**config.mk**
```make
export PLATFORM = sky130hd
export DESIGN_NAME = elevon_mixer_servo_duty
export DESIGN_NICKNAME = d
export VERILOG_FILES = /design/src/hw/rtl/emsd_pkg.sv /design/src/hw/rtl/emsd_cfg.sv /design/src/hw/rtl/emsd_ctl.sv /design/src/hw/rtl/emsd_mix.sv /design/src/hw/rtl/emsd_lane.sv /design/src/hw/rtl/elevon_mixer_servo_duty.sv
export SDC_FILE = /design/constraint.sdc
export NUM_CORES = 2
export LEC_CHECK = 0
export BUFFER_PORTS_ARGS = -buffer_cell sky130_fd_sc_hd__buf_2
export CORE_AREA = 3 3 403 405
export DETAILED_ROUTE_END_ITERATION = 8
export DIE_AREA = 0 0 406 408
export PLACE_DENSITY = 0.55
export SLEW_MARGIN = 10
export SYNTH_ARGS = -nofsm -noshare
export SYNTH_HDL_FRONTEND = slang
export SYNTH_SLANG_ARGS = --single-unit
```
**constraint.sdc**
```tcl
create_clock -name i_clk -period 8.37 [get_ports i_clk]
set_input_delay 0.4185 -clock i_clk [delete_from_list [all_inputs] [get_ports i_clk]]
set_output_delay 0.4185 -clock i_clk [all_outputs]
set_load 0.01 [all_outputs]
```
**src/hw/rtl/emsd_pkg.sv**
```systemverilog
package emsd_pkg;

    // field widths
    localparam int CMD_W      = 11;
    localparam int GAIN_W     = 7;
    localparam int PULSE_W    = 15;
    localparam int TERM_W     = 18;
    localparam int SUM_W      = 20;
    localparam int MIX_W      = 18;

    // configuration port
    localparam int CFG_IDX_W  = 3;
    localparam int CFG_DATA_W = 15;

    // default duty resolution
    localparam int DUTY_BITS_DEF = 14;

    // register stages from command to duty
    localparam int NUM_STAGES = 8;
    // stages held by the mixer front end
    localparam int MIX_STAGES = 2;

    // servo frame length in microseconds
    localparam int PERIOD_US = 20000;

    // register indexes
    typedef enum logic [CFG_IDX_W-1:0] {
        CFG_PITCH_GAIN = 3'd0,
        CFG_ROLL_GAIN  = 3'd1,
        CFG_YAW_GAIN   = 3'd2,
        CFG_MID_PULSE  = 3'd3,
        CFG_MIN_PULSE  = 3'd4,
        CFG_MAX_PULSE  = 3'd5
    } t_cfg_idx;

    // register file contents
    typedef struct packed {
        logic [GAIN_W-1:0]  pitch_gain;
        logic [GAIN_W-1:0]  roll_gain;
        logic [GAIN_W-1:0]  yaw_gain;
        logic [PULSE_W-1:0] mid_pulse;
        logic [PULSE_W-1:0] min_pulse;
        logic [PULSE_W-1:0] max_pulse;
    } t_cfg;

endpackage

```
**src/hw/rtl/emsd_cfg.sv**
```systemverilog
module emsd_cfg (
    input  logic                              i_clk,
    input  logic                              i_rst_n,
    input  logic                              i_cfg_valid,
    output logic                              o_cfg_ready,
    input  logic [emsd_pkg::CFG_IDX_W-1:0]    i_cfg_index,
    input  logic [emsd_pkg::CFG_DATA_W-1:0]   i_cfg_wdata,
    output emsd_pkg::t_cfg                    o_cfg
);

    localparam logic [emsd_pkg::GAIN_W-1:0]  PITCH_RST = emsd_pkg::GAIN_W'(50);
    localparam logic [emsd_pkg::GAIN_W-1:0]  ROLL_RST  = emsd_pkg::GAIN_W'(70);
    localparam logic [emsd_pkg::GAIN_W-1:0]  YAW_RST   = emsd_pkg::GAIN_W'(25);
    localparam logic [emsd_pkg::PULSE_W-1:0] MID_RST   = emsd_pkg::PULSE_W'(1500);
    localparam logic [emsd_pkg::PULSE_W-1:0] MIN_RST   = emsd_pkg::PULSE_W'(500);
    localparam logic [emsd_pkg::PULSE_W-1:0] MAX_RST   = emsd_pkg::PULSE_W'(2500);

    emsd_pkg::t_cfg r_cfg;

    // writes are always accepted
    assign o_cfg_ready = 1'b1;
    assign o_cfg       = r_cfg;

    // register file, unknown indexes ignored
    always_ff @(posedge i_clk) begin
        if (!i_rst_n) begin
            r_cfg.pitch_gain <= PITCH_RST;
            r_cfg.roll_gain  <= ROLL_RST;
            r_cfg.yaw_gain   <= YAW_RST;
            r_cfg.mid_pulse  <= MID_RST;
            r_cfg.min_pulse  <= MIN_RST;
            r_cfg.max_pulse  <= MAX_RST;
        end else if (i_cfg_valid) begin
            unique case (i_cfg_index)
                emsd_pkg::CFG_PITCH_GAIN: begin
                    r_cfg.pitch_gain <= i_cfg_wdata[emsd_pkg::GAIN_W-1:0];
                end
                emsd_pkg::CFG_ROLL_GAIN: begin
                    r_cfg.roll_gain <= i_cfg_wdata[emsd_pkg::GAIN_W-1:0];
                end
                emsd_pkg::CFG_YAW_GAIN: begin
                    r_cfg.yaw_gain <= i_cfg_wdata[emsd_pkg::GAIN_W-1:0];
                end
                emsd_pkg::CFG_MID_PULSE: begin
                    r_cfg.mid_pulse <= i_cfg_wdata;
                end
                emsd_pkg::CFG_MIN_PULSE: begin
                    r_cfg.min_pulse <= i_cfg_wdata;
                end
                emsd_pkg::CFG_MAX_PULSE: begin
                    r_cfg.max_pulse <= i_cfg_wdata;
                end
                default: begin
                end
            endcase
        end
    end

endmodule

```
**src/hw/rtl/emsd_ctl.sv**
```systemverilog
module emsd_ctl (
    input  logic                              i_clk,
    input  logic                              i_rst_n,
    input  logic                              i_in_valid,
    output logic                              o_in_ready,
    output logic                              o_out_valid,
    input  logic                              i_out_ready,
    output logic [emsd_pkg::NUM_STAGES-1:0]   o_en
);

    localparam int N = emsd_pkg::NUM_STAGES;

    logic [N-1:0] r_vld;
    logic [N-1:0] n_vld;
    logic [N:0]   w_rdy;

    // a stage may load when it is empty or its contents move on
    always_comb begin
        w_rdy[N] = i_out_ready;
        for (int k = N - 1; k >= 0; k--) begin
            w_rdy[k] = !r_vld[k] || w_rdy[k+1];
        end
    end

    assign n_vld       = {r_vld[N-2:0], i_in_valid};
    assign o_en        = w_rdy[N-1:0];
    assign o_in_ready  = w_rdy[0];
    assign o_out_valid = r_vld[N-1];

    // valid bits travel with the data
    always_ff @(posedge i_clk) begin
        if (!i_rst_n) begin
            r_vld <= '0;
        end else begin
            for (int k = 0; k < N; k++) begin
                if (w_rdy[k]) begin
                    r_vld[k] <= n_vld[k];
                end
            end
        end
    end

    // input only stalls when every stage holds a beat
    a_full_on_stall: assert property (@(posedge i_clk) disable iff (!i_rst_n)
        !w_rdy[0] |-> (&r_vld))
        else $error("input stalled with an empty stage");

    // an accepted beat lands in the first stage
    a_enter: assert property (@(posedge i_clk) disable iff (!i_rst_n)
        (i_in_valid && w_rdy[0]) |=> r_vld[0])
        else $error("accepted beat lost at pipeline entry");

    // a bubble moving into the output stage leaves it empty
    a_drain: assert property (@(posedge i_clk) disable iff (!i_rst_n)
        (w_rdy[N-1] && !r_vld[N-2]) |=> !r_vld[N-1])
        else $error("output stage holds a repeated beat");

endmodule

```
**src/hw/rtl/emsd_mix.sv**
```systemverilog
module emsd_mix (
    input  logic                                  i_clk,
    input  logic [emsd_pkg::MIX_STAGES-1:0]       i_en,
    input  emsd_pkg::t_cfg                        i_cfg,
    input  logic signed [emsd_pkg::CMD_W-1:0]     i_pitch_cmd,
    input  logic signed [emsd_pkg::CMD_W-1:0]     i_roll_cmd,
    input  logic signed [emsd_pkg::CMD_W-1:0]     i_yaw_cmd,
    output logic signed [emsd_pkg::MIX_W-1:0]     o_mix_left,
    output logic signed [emsd_pkg::MIX_W-1:0]     o_mix_right
);

    localparam int CMD_W  = emsd_pkg::CMD_W;
    localparam int TERM_W = emsd_pkg::TERM_W;
    localparam int SUM_W  = emsd_pkg::SUM_W;
    localparam int MIX_W  = emsd_pkg::MIX_W;

    localparam logic signed [CMD_W-1:0] CMD_HI = CMD_W'(1000);
    localparam logic signed [CMD_W-1:0] CMD_LO = -CMD_W'(1000);
    localparam logic signed [SUM_W-1:0] MIX_HI = SUM_W'(90000);
    localparam logic signed [SUM_W-1:0] MIX_LO = -SUM_W'(90000);

    function automatic logic signed [CMD_W-1:0] sat_cmd(input logic signed [CMD_W-1:0] x);
        logic signed [CMD_W-1:0] y;
        if (x > CMD_HI) begin
            y = CMD_HI;
        end else if (x < CMD_LO) begin
            y = CMD_LO;
        end else begin
            y = x;
        end
        return y;
    endfunction

    function automatic logic signed [SUM_W-1:0] clamp_mix(input logic signed [SUM_W-1:0] x);
        logic signed [SUM_W-1:0] y;
        if (x > MIX_HI) begin
            y = MIX_HI;
        end else if (x < MIX_LO) begin
            y = MIX_LO;
        end else begin
            y = x;
        end
        return y;
    endfunction

    logic signed [CMD_W-1:0]  w_p_sat;
    logic signed [CMD_W-1:0]  w_r_sat;
    logic signed [CMD_W-1:0]  w_y_sat;
    logic signed [TERM_W-1:0] n_p_term;
    logic signed [TERM_W-1:0] n_r_term;
    logic signed [TERM_W-1:0] n_y_term;
    logic signed [TERM_W-1:0] r_p_term;
    logic signed [TERM_W-1:0] r_r_term;
    logic signed [TERM_W-1:0] r_y_term;
    logic signed [SUM_W-1:0]  w_sum_left;
    logic signed [SUM_W-1:0]  w_sum_right;
    logic signed [MIX_W-1:0]  n_mix_left;
    logic signed [MIX_W-1:0]  n_mix_right;
    logic signed [MIX_W-1:0]  r_mix_left;
    logic signed [MIX_W-1:0]  r_mix_right;

    // stage 1: saturate commands and scale by gains
    assign w_p_sat  = sat_cmd(i_pitch_cmd);
    assign w_r_sat  = sat_cmd(i_roll_cmd);
    assign w_y_sat  = sat_cmd(i_yaw_cmd);
    assign n_p_term = TERM_W'(w_p_sat) * TERM_W'($signed({1'b0, i_cfg.pitch_gain}));
    assign n_r_term = TERM_W'(w_r_sat) * TERM_W'($signed({1'b0, i_cfg.roll_gain}));
    assign n_y_term = TERM_W'(w_y_sat) * TERM_W'($signed({1'b0, i_cfg.yaw_gain}));

    always_ff @(posedge i_clk) begin
        if (i_en[0]) begin
            r_p_term <= n_p_term;
            r_r_term <= n_r_term;
            r_y_term <= n_y_term;
        end
    end

    // stage 2: elevon sums in millidegrees, clamped to +-90 degrees
    assign w_sum_left  = SUM_W'(r_p_term) - SUM_W'(r_r_term) + SUM_W'(r_y_term);
    assign w_sum_right = SUM_W'(r_p_term) + SUM_W'(r_r_term) + SUM_W'(r_y_term);
    assign n_mix_left  = MIX_W'(clamp_mix(w_sum_left));
    assign n_mix_right = MIX_W'(clamp_mix(w_sum_right));

    always_ff @(posedge i_clk) begin
        if (i_en[1]) begin
            r_mix_left  <= n_mix_left;
            r_mix_right <= n_mix_right;
        end
    end

    assign o_mix_left  = r_mix_left;
    assign o_mix_right = r_mix_right;

endmodule

```
**src/hw/rtl/emsd_lane.sv**
```systemverilog
module emsd_lane #(
    parameter int DUTY_BITS = emsd_pkg::DUTY_BITS_DEF
) (
    input  logic                                                  i_clk,
    input  logic [emsd_pkg::NUM_STAGES-emsd_pkg::MIX_STAGES-1:0] i_en,
    input  emsd_pkg::t_cfg                                        i_cfg,
    input  logic signed [emsd_pkg::MIX_W-1:0]                     i_mix,
    output logic [DUTY_BITS-1:0]                                  o_duty
);

    localparam int MIX_W   = emsd_pkg::MIX_W;
    localparam int PULSE_W = emsd_pkg::PULSE_W;

    // |mix| / 1000 by reciprocal, exact for |mix| <= 90000
    localparam int MAG_W      = MIX_W - 1;
    localparam int ANG_W      = 7;
    localparam int ANG_SHIFT  = 27;
    localparam int ANG_RECIP  = 134218;
    localparam int ANG_PROD_W = ANG_SHIFT + 8;

    // angle * 1000 / 90 by reciprocal, exact for angle <= 90
    localparam int OFF_W      = 10;
    localparam int OFF_SHIFT  = 16;
    localparam int OFF_RECIP  = 728200;
    localparam int OFF_PROD_W = OFF_SHIFT + 11;

    localparam int PSUM_W     = PULSE_W + 2;

    // x / 20000 = (x >> 5) / 625, estimated from the upper bits then corrected
    localparam int X_W        = PULSE_W + DUTY_BITS;
    localparam int DIV_SHIFT  = 5;
    localparam int Y_W        = X_W - DIV_SHIFT;
    localparam int Z_SHIFT    = 10;
    localparam int Q_SHIFT    = 16;
    localparam int Q_RECIP    = 107374;
    localparam int Q_PROD_W   = DUTY_BITS + Q_SHIFT + 1;
    localparam int DIV_REM    = 625;

    localparam logic [DUTY_BITS-1:0] DUTY_MAX = {DUTY_BITS{1'b1}};

    logic                        w_neg;
    logic [MAG_W-1:0]            w_mag;
    logic [ANG_PROD_W-1:0]       w_ang_prod;
    logic [ANG_W-1:0]            n_ang;
    logic                        r_neg3;
    logic [ANG_W-1:0]            r_ang;

    logic [OFF_PROD_W-1:0]       w_off_prod;
    logic [OFF_W-1:0]            n_off;
    logic                        r_neg4;
    logic [OFF_W-1:0]            r_off;

    logic signed [PSUM_W-1:0]    w_base;
    logic signed [PSUM_W-1:0]    w_offs;
    logic signed [PSUM_W-1:0]    w_raw;
    logic signed [PSUM_W-1:0]    w_lo;
    logic signed [PSUM_W-1:0]    w_hi;
    logic signed [PSUM_W-1:0]    w_lo_clamped;
    logic signed [PSUM_W-1:0]    w_hi_clamped;
    logic [PULSE_W-1:0]          n_pulse;
    logic [PULSE_W-1:0]          r_pulse;

    logic [X_W-1:0]              n_x;
    logic                        n_sat6;
    logic [X_W-1:0]              r_x;
    logic                        r_sat6;

    logic [Y_W-1:0]              n_y;
    logic [DUTY_BITS-1:0]        w_z;
    logic [Q_PROD_W-1:0]         w_q_prod;
    logic [DUTY_BITS-1:0]        n_q0;
    logic [Y_W-1:0]              r_y;
    logic [DUTY_BITS-1:0]        r_q0;
    logic                        r_sat7;

    logic [Y_W-1:0]              w_qm;
    logic [Y_W-1:0]              w_rem;
    logic [1:0]                  w_fix;
    logic [DUTY_BITS-1:0]        n_duty;
    logic [DUTY_BITS-1:0]        r_duty;

    // stage 3: whole degrees, truncated toward zero
    assign w_neg      = i_mix[MIX_W-1];
    assign w_mag      = w_neg ? MAG_W'(-i_mix) : MAG_W'(i_mix);
    assign w_ang_prod = ANG_PROD_W'(w_mag) * ANG_PROD_W'(ANG_RECIP);
    assign n_ang      = w_ang_prod[ANG_SHIFT +: ANG_W];

    always_ff @(posedge i_clk) begin
        if (i_en[0]) begin
            r_neg3 <= w_neg;
            r_ang  <= n_ang;
        end
    end

    // stage 4: pulse offset magnitude in microseconds
    assign w_off_prod = OFF_PROD_W'(r_ang) * OFF_PROD_W'(OFF_RECIP);
    assign n_off      = w_off_prod[OFF_SHIFT +: OFF_W];

    always_ff @(posedge i_clk) begin
        if (i_en[1]) begin
            r_neg4 <= r_neg3;
            r_off  <= n_off;
        end
    end

    // stage 5: pulse around neutral, min clamp then max clamp
    assign w_base       = $signed({2'b00, i_cfg.mid_pulse});
    assign w_offs       = $signed(PSUM_W'(r_off));
    assign w_raw        = r_neg4 ? (w_base - w_offs) : (w_base + w_offs);
    assign w_lo         = $signed({2'b00, i_cfg.min_pulse});
    assign w_hi         = $signed({2'b00, i_cfg.max_pulse});
    assign w_lo_clamped = (w_raw < w_lo) ? w_lo : w_raw;
    assign w_hi_clamped = (w_lo_clamped > w_hi) ? w_hi : w_lo_clamped;
    assign n_pulse      = PULSE_W'(w_hi_clamped);

    always_ff @(posedge i_clk) begin
        if (i_en[2]) begin
            r_pulse <= n_pulse;
        end
    end

    // stage 6: scale pulse to duty counts, flag full-frame pulses
    assign n_x    = X_W'(r_pulse) * X_W'(DUTY_MAX);
    assign n_sat6 = (r_pulse >= PULSE_W'(emsd_pkg::PERIOD_US));

    always_ff @(posedge i_clk) begin
        if (i_en[3]) begin
            r_x    <= n_x;
            r_sat6 <= n_sat6;
        end
    end

    // stage 7: quotient estimate, at most three below the true value
    assign n_y      = r_x[X_W-1:DIV_SHIFT];
    assign w_z      = n_y[Y_W-1:Z_SHIFT];
    assign w_q_prod = Q_PROD_W'(w_z) * Q_PROD_W'(Q_RECIP);
    assign n_q0     = w_q_prod[Q_SHIFT +: DUTY_BITS];

    always_ff @(posedge i_clk) begin
        if (i_en[4]) begin
            r_y    <= n_y;
            r_q0   <= n_q0;
            r_sat7 <= r_sat6;
        end
    end

    // stage 8: remainder correction and saturation
    assign w_qm   = Y_W'(r_q0) * Y_W'(DIV_REM);
    assign w_rem  = r_y - w_qm;
    assign w_fix  = {1'b0, (w_rem >= Y_W'(DIV_REM))}
                  + {1'b0, (w_rem >= Y_W'(2 * DIV_REM))}
                  + {1'b0, (w_rem >= Y_W'(3 * DIV_REM))};
    assign n_duty = r_sat7 ? DUTY_MAX : (r_q0 + DUTY_BITS'(w_fix));

    always_ff @(posedge i_clk) begin
        if (i_en[5]) begin
            r_duty <= n_duty;
        end
    end

    assign o_duty = r_duty;

endmodule

```
**src/hw/rtl/elevon_mixer_servo_duty.sv**
```systemverilog
// Flying-wing elevon mixer: pitch, roll and yaw commands (saturated to +-1000)
// are mixed with the gain registers into left and right deflections, clamped to
// +-90 degrees, turned into servo pulse widths around mid_pulse, limited to
// min_pulse..max_pulse and scaled to DUTY_BITS-wide duty words of a 20 ms frame.
// Inner servos repeat the outer duty of their side. The datapath is an
// eight-stage pipeline, one register per multiply or add/compare step, so a
// command beat enters every cycle unless every stage holds a beat and the
// output is stalled; a stalled output holds its beat while earlier stages keep
// filling. Configuration writes are always accepted and should only be made
// while no command beat is in flight.
module elevon_mixer_servo_duty #(
    parameter int DUTY_BITS = emsd_pkg::DUTY_BITS_DEF
) (
    input  logic                                  i_clk,
    input  logic                                  i_rst_n,

    input  logic                                  i_valid,
    output logic                                  o_ready,
    input  logic signed [emsd_pkg::CMD_W-1:0]     i_pitch_cmd,
    input  logic signed [emsd_pkg::CMD_W-1:0]     i_roll_cmd,
    input  logic signed [emsd_pkg::CMD_W-1:0]     i_yaw_cmd,

    output logic                                  o_valid,
    input  logic                                  i_ready,
    output logic [DUTY_BITS-1:0]                  o_left_outer_duty,
    output logic [DUTY_BITS-1:0]                  o_left_inner_duty,
    output logic [DUTY_BITS-1:0]                  o_right_inner_duty,
    output logic [DUTY_BITS-1:0]                  o_right_outer_duty,

    input  logic                                  i_cfg_valid,
    output logic                                  o_cfg_ready,
    input  logic [emsd_pkg::CFG_IDX_W-1:0]        i_cfg_index,
    input  logic [emsd_pkg::CFG_DATA_W-1:0]       i_cfg_wdata
);

    localparam int N  = emsd_pkg::NUM_STAGES;
    localparam int NM = emsd_pkg::MIX_STAGES;

    emsd_pkg::t_cfg                        w_cfg;
    logic [N-1:0]                          w_en;
    logic signed [emsd_pkg::MIX_W-1:0]     w_mix_left;
    logic signed [emsd_pkg::MIX_W-1:0]     w_mix_right;
    logic [DUTY_BITS-1:0]                  w_duty_left;
    logic [DUTY_BITS-1:0]                  w_duty_right;

    // configuration registers
    emsd_cfg u_cfg (
        .i_clk       (i_clk),
        .i_rst_n     (i_rst_n),
        .i_cfg_valid (i_cfg_valid),
        .o_cfg_ready (o_cfg_ready),
        .i_cfg_index (i_cfg_index),
        .i_cfg_wdata (i_cfg_wdata),
        .o_cfg       (w_cfg)
    );

    // stage valids and load enables
    emsd_ctl u_ctl (
        .i_clk       (i_clk),
        .i_rst_n     (i_rst_n),
        .i_in_valid  (i_valid),
        .o_in_ready  (o_ready),
        .o_out_valid (o_valid),
        .i_out_ready (i_ready),
        .o_en        (w_en)
    );

    // command mixing
    emsd_mix u_mix (
        .i_clk       (i_clk),
        .i_en        (w_en[NM-1:0]),
        .i_cfg       (w_cfg),
        .i_pitch_cmd (i_pitch_cmd),
        .i_roll_cmd  (i_roll_cmd),
        .i_yaw_cmd   (i_yaw_cmd),
        .o_mix_left  (w_mix_left),
        .o_mix_right (w_mix_right)
    );

    // per-side angle to duty
    emsd_lane #(
        .DUTY_BITS (DUTY_BITS)
    ) u_lane_left (
        .i_clk  (i_clk),
        .i_en   (w_en[N-1:NM]),
        .i_cfg  (w_cfg),
        .i_mix  (w_mix_left),
        .o_duty (w_duty_left)
    );

    emsd_lane #(
        .DUTY_BITS (DUTY_BITS)
    ) u_lane_right (
        .i_clk  (i_clk),
        .i_en   (w_en[N-1:NM]),
        .i_cfg  (w_cfg),
        .i_mix  (w_mix_right),
        .o_duty (w_duty_right)
    );

    // inner servos follow the outer ones
    assign o_left_outer_duty  = w_duty_left;
    assign o_left_inner_duty  = w_duty_left;
    assign o_right_inner_duty = w_duty_right;
    assign o_right_outer_duty = w_duty_right;

endmodule
```
# After elaboration in Yosys (flattened, before gate mapping)
# Index checks and enable logic that the tools add are counted.
classes:
  addsub: 18
  multipliers: 13
  order_cmp: 22
  eq_ne: 5
  n_mux: 16
  reduce_logical: 25
ops:
  columns: ["operator", "count"]
  rows:
  - ["17-bit 2-to-1 mux", 6]
  - ["24-bit by 11-bit greater-or-equal comparator with 1-bit output (second input constant)", 4]
  - ["17-bit by 17-bit multiplier with 33-bit output (second input constant)", 2]
  - ["11-bit 2-to-1 mux", 6]
  - ["14-bit by 16-bit multiplier with 29-bit output (second input constant)", 2]
  - ["15-bit by 14-bit multiplier with 29-bit output (second input constant)", 2]
  - ["11-bit by 8-bit multiplier with 18-bit output", 3]
  - ["24-bit by 10-bit greater-or-equal comparator with 1-bit output (second input constant)", 2]
  - ["14-bit by 10-bit multiplier with 24-bit output (second input constant)", 2]
  - ["24-bit subtractor", 2]
  - ["7-bit by 17-bit multiplier with 23-bit output (second input constant)", 2]
  - ["19-bit by 18-bit adder with 20-bit output", 2]
  - ["20-bit by 18-bit greater-than comparator with 1-bit output (second input constant)", 2]
  - ["20-bit by 18-bit < comparator with 1-bit output (second input constant)", 2]
  - ["18-bit 2-to-1 mux", 2]
  - ["17-bit by 16-bit greater-than comparator with 1-bit output", 2]
  - ["17-bit by 16-bit < comparator with 1-bit output", 2]
  - ["17-bit negation", 2]
  - ["11-bit greater-than comparator (second input constant)", 3]
  - ["11-bit < comparator (second input constant)", 3]
  - ["15-bit by 10-bit adder with 16-bit output", 2]
  - ["15-bit by 10-bit subtractor with 16-bit output", 2]
  - ["15-bit greater-or-equal comparator (second input constant)", 2]
  - ["15-bit 2-to-1 mux", 2]
  - ["13 further kinds", 38]
totals:
  ff_bits: 398
  inputBits: 56
  out_inout_bits: 59
  word_cells: 142

# Longest topological paths before layout
logic_depth:
  word_depth: 9
  depth_mapped: 35
  mapped_depth_nobuf: 32

# By module
# Synthesis repeated with hierarchy kept, for this count alone.
unflattened:
  hier_cells: 6683
  area_unflattened_um2: 65581.6
modules_own_cells:
  columns: ["mod", "n_inst", "cells_per_inst", "area_each_um2", "seq_area_each_um2"]
  rows:
  - ["emsd_lane (u_lane_left)", 1, 2360, 23500.0, 3363.2]
  - ["emsd_lane (u_lane_right)", 1, 2322, 23478.8, 3363.2]
  - ["emsd_mix", 1, 1684, 15438.6, 2702.6]
  - ["emsd_cfg", 1, 252, 2617.5, 1321.3]
  - ["emsd_ctl", 1, 37, 336.6, 160.2]
  - ["elevon_mixer_servo_duty", 1, 28, 210.2, 0.0]

# Worst setup path before layout
# OpenSTA, ideal clock, no wires.
synth_timing:
  path_kind: "register to register"
  start: "register u_lane_right.r_q0[7]"
  end: "register u_lane_right.r_duty[10] (netlist: u_lane_right.o_duty[10]) (data pin)"
  setup_ns: 0.256
  arrival_time_ns: 6.739
  t_required_ns: 8.114
  slack_ns: 1.374
  path_stages_with_launch: 27
  n_path_buf: 1
  synth_period_minus_slack_ns: 6.996
  cell_sequence: "edfxtp_1 > fa_1 > ha_1 > inv_1 > fa_1 > inv_1 > fa_1 > fa_1 > inv_1 > ha_1 > a21o_1 > a21oi_1 > o31ai_1 > o31a_1 > a211o_1 > a21oi_2 > xor2_1 > nand4_1 > or2_1 > fa_1 > ha_1 > fa_1 > and3_1 > clkbuf_1 > nand3_1 > xor2_1 > nand2b_1"
synth_via:
  elab_chain_len: 6
  word_cells_on_any_way: 8
  classes_between: "4 x add/sub; 1 x mul; 3 x order compare"
synth_lines:
  columns: ["item", "line", "text"]
  rows:
  - ["from (decl)", "emsd_lane.sv:73", "logic [DUTY_BITS-1:0] r_q0;"]
  - ["from (signal assigned)", "emsd_lane.sv:142", "r_q0 <= n_q0;"]
  - ["14-bit by 10-bit multiplier with 24-bit output", "emsd_lane.sv:148", "assign w_qm = Y_W'(r_q0) * Y_W'(DIV_REM);"]
  - ["24-bit subtractor", "emsd_lane.sv:149", "assign w_rem = r_y - w_qm;"]
  - ["24-bit by 10-bit greater-or-equal comparator with 1-bit output or 24-bit by 11-bit greater-or-equal comparator with 1-bit output (tied branches)", "emsd_lane.sv:150, emsd_lane.sv:151", null]
  - ["1-bit by 1-bit adder with 2-bit output", "emsd_lane.sv:151", "+ {1'b0, (w_rem >= Y_W'(2 * DIV_REM))}"]
  - ["2-bit by 1-bit adder with 2-bit output", "emsd_lane.sv:152", "+ {1'b0, (w_rem >= Y_W'(3 * DIV_REM))};"]
  - ["14-bit by 2-bit adder with 14-bit output *", "emsd_lane.sv:153", "assign n_duty = r_sat7 ? DUTY_MAX : (r_q0 + DUTY_BITS'(w_fix));"]
  - ["to (signal assigned)", "emsd_lane.sv:157", "r_duty <= n_duty;"]
  - ["to (decl)", "emsd_lane.sv:80", "logic [DUTY_BITS-1:0] r_duty;"]
# Mark *: on every way between the ends. The rest lies on a longest branch, timed or not.
# A chain may end at the register's enable or synchronous reset.

# Final worst setup path
layout_timing:
  start: "register u_lane_left.r_q0[8]"
  end: "register u_lane_left.r_duty[13] (netlist: u_lane_left.o_duty[13]) (data pin)"
layout_via:
  elab_chain_len: 6
  word_cells_on_any_way: 8
  classes_between: "4 x add/sub; 1 x mul; 3 x order compare"
layout_lines:
  columns: ["item", "line"]
  rows:
  - ["from (decl)", "emsd_lane.sv:73"]
  - ["from (signal assigned)", "emsd_lane.sv:142"]
  - ["14-bit by 10-bit multiplier with 24-bit output", "emsd_lane.sv:148"]
  - ["24-bit subtractor", "emsd_lane.sv:149"]
  - ["24-bit by 10-bit greater-or-equal comparator with 1-bit output or 24-bit by 11-bit greater-or-equal comparator with 1-bit output (tied branches)", "emsd_lane.sv:150, emsd_lane.sv:151"]
  - ["1-bit by 1-bit adder with 2-bit output", "emsd_lane.sv:151"]
  - ["2-bit by 1-bit adder with 2-bit output", "emsd_lane.sv:152"]
  - ["14-bit by 2-bit adder with 14-bit output *", "emsd_lane.sv:153"]
  - ["to (signal assigned)", "emsd_lane.sv:157"]
  - ["to (decl)", "emsd_lane.sv:80"]
# Marked as above.

==> reports/results.ini <==
[status]
run_status = finished, final reports clean

[sta]
timing.final.max_slew_violations = 0
grt_setup_unrepaired = no
max_freq_mhz = 130
post_route_clock_period_utilization_pct = 92.0
skew_ps = 44.5
timing_hold_violations_final = 0
period_minus_slack_ps = 7700
setup_viol_count_final = 0
tightestPinTransition_ps = 1180
fin_tns_setup_ps = 0
setup_ws_ps = 671
timing.max_slew.rel_slack_pct = 21.3

[die]
die-area_sq_um = 166000
core_sq_um = 159000
num_rows = 146
die_w_um = 406
initial_core_util_pct = 40.0
die_boundary_height_um = 408
boundary_pins = 115

[synth]
synth_top_cells_by_count = sky130_fd_sc_hd__inv_1, sky130_fd_sc_hd__ha_1, sky130_fd_sc_hd__fa_1
synth-warning-count = 0
post-synth-top-area-cell = sky130_fd_sc_hd__fa_1
syn-instance-count = 6429
postSynth.asyncResetShare_pct = 0
syn_nets = 8511
synthesis.area_per_instance_sq_um = 9.87
synth-seq-area-share_pct = 17.2
synth.area.top_cells = sky130_fd_sc_hd__fa_1, sky130_fd_sc_hd__ha_1, sky130_fd_sc_hd__edfxtp_1
netlist.area_leader.share_pct = 25.9
distinct_cell_type_count_of_the_synthesized_netlist = 79
synth_area_sq_um = 63400
most_frequently_used_flop_master_after_synthesis = sky130_fd_sc_hd__edfxtp_1
synth_edf_count = 314
post-synth-top-count-cell = sky130_fd_sc_hd__inv_1
postSynthRegisterBits = 388

[cts]
max_h_tree_level = 2
clock_latency_reported_for_the_late_side_of_the_worst_skew_pair_ps = 650
clkSinkCount = 388
cts-buffers-inserted = 51
clock_transition_at_path_regs_ps = 60
cts_hold_buffers = 0
clock_path_buffers = 3
cts_root_buf = sky130_fd_sc_hd__clkbuf_16
cts_tree = yes

[worst_setup_path]
setup.worst_path.start_class = register
worst_path_largest_cell_delay_ps = 510
worstPathMaxFanout = 7
path_class = reg2reg
worst_ep_arrival_time_ps = 8080
cpMostUsedCell = sky130_fd_sc_hd__inv_1
cpMaxStageDelayCell = sky130_fd_sc_hd__fa_1
worst_ep_required_time_ps = 8750
crit_path_end_kind = register

[global_routing]
number_of_global_route_vias_before_repair = 44600
grt_start_max_net_pins = 79
wire_length_of_the_first_global_routing_pass_mm = 233
grt.overflow.total = 0
grt_antenna_before_repair = 9
track_usage_pct = 17.3

[routing]
route.vias.total = 42800
totalWireLength_mm = 140
first_iter_violations = 1883
route.antenna.remaining_nets = 0
topRoutingLayerUsed = met5
route.detailed.drc = 0
drt_first_pass_iters = 7
detail_route.vias_per_cell = 4.95
detailroute.wirelength.met2_mm = 66.9
met1_length_mm = 65.9
routedWlPerCell_um = 16.2
met3WireLength_mm = 5.01

[final_layout]
synthToLayoutAreaGrowth_pct = 7.40
finished_cell_area_sq_um = 68100
n_fill_cell = 15400
final_net_count = 8602
layout-drive-gt1-share_pct = 4.72

[placed_design]
count_of_buffers_from_port_buffering = 113
place.gp.congestion = 0.868
dpl_wire_length_mm = 120
detailed_place.area_sq_um = 66300
place_ws_ps = 455

[job]
drv.max_cap_violation_count = 0

[hold_path]
hold_path.class = in2reg

==> flip-flops by register name (all words and copies together), names as in the netlist, 14 cells and up <==
signal	cells
u_lane_right.r_y	24
u_mix.r_p_term	18
u_mix.o_mix_right	18
u_mix.o_mix_left	18
u_lane_left.r_x	24
u_cfg.o_cfg	66
u_lane_right.o_duty	14
u_lane_right.r_q0	14
u_lane_left.r_q0	14
u_mix.r_y_term	18
u_lane_right.r_x	24
u_lane_left.r_y	24
u_lane_left.o_duty	14
u_lane_right.r_pulse	15
u_lane_left.r_pulse	15
u_mix.r_r_term	18
==> worst paths after layout <==
kind | from | to | slack (ps) | cells after the start
hold reg to reg | u_lane_right.r_x[8] | u_lane_right.r_y[3] | 410 | 0
hold / removal | i_valid | u_ctl.r_vld[0] | 80 | 3
setup reg to reg | u_lane_left.r_q0[8] | u_lane_left.o_duty[13] | 670 | 31
setup / recovery | u_lane_left.r_q0[8] | u_lane_left.o_duty[13] | 670 | 31
==> layout make-up <==
class,count,area [sq um],area share [%]
Multi-Input combinational cell,4399,46300,67.9
Sequential cell,388,10900,16.0
Inverter,1535,5760,8.46
Tap cell,2072,2590,3.80
Clock buffer,62,1390,2.04
Timing Repair Buffer,145,806,1.18
Clock inverter,33,384,0.564
Antenna cell,8,20.0,0.0294
==> critical path, delay by kind of cell, from the launching register on <==
family	cells	cell delay (ps)
buffers and inverters	6	430
AO/OA/AOI/OAI	8	1820
adder cells (fa/ha/maj)	8	3200
flip-flops	1	490
XOR/XNOR	2	370
AND/OR/NAND/NOR	7	1160
==> metrics by stage <==
stage | hold slack [ps] | cells | util [%]
after floorplan | 400 | 6429 | -
after global placement | 401 | 8539 | 41.8
after detailed placement | 405 | 8539 | 41.8
after CTS | 46.2 | 8634 | 42.9
after global routing | 87.2 | 8635 | 42.9
final | 76.5 | 8642 | 42.9
==> cell families (layout without fill, tap and decap cells) <==
logic type	Yosys count	in the layout	synth area share, %
other	1	9	0.00591
muxes	58	58	0.994
xor gates and xnor gates	291	291	4.03
adders and majority gates	2026	2026	49.7
and+or+nand+nor	1122	1122	8.87
buffers and inverters	1642	1775	9.89
DFF	388	388	17.2
AOI/OAI and AO/OA	901	901	9.35
==> cells in the final DEF (no fill, tap or decap), types with 79 or more instances in the layout <==
master / netlist / final
sky130_fd_sc_hd__ha_1: 1206 / 1206
sky130_fd_sc_hd__xnor2_1: 208 / 208
sky130_fd_sc_hd__xor2_1: 82 / 82
sky130_fd_sc_hd__nor2_1: 195 / 195
sky130_fd_sc_hd__edfxtp_1: 314 / 314
sky130_fd_sc_hd__and2_1: 120 / 120
sky130_fd_sc_hd__buf_2: 0 / 113
sky130_fd_sc_hd__nand2_1: 312 / 310
sky130_fd_sc_hd__inv_1: 1535 / 1534
sky130_fd_sc_hd__fa_1: 820 / 820
sky130_fd_sc_hd__and3_1: 99 / 99
sky130_fd_sc_hd__o21ai_0: 188 / 188
sky130_fd_sc_hd__nor3_1: 79 / 79
sky130_fd_sc_hd__a21oi_1: 224 / 224
==> layer usage <==
layer,vias up,global-route usage [%]
li1,21200,-
met1,20900,23.7
met2,537,29.6
met3,128,2.07
met4,2,3.02
met5,-,0
==> repair_timing <==
item | CTS | global route
setup endpoints to repair | 0 | 1
gates resized for setup | 0 | 1
setup buffers | 0 | 0
Power is not shown: default switching activity piles up to over one toggle a cycle in this logic, so the estimate is an artifact.
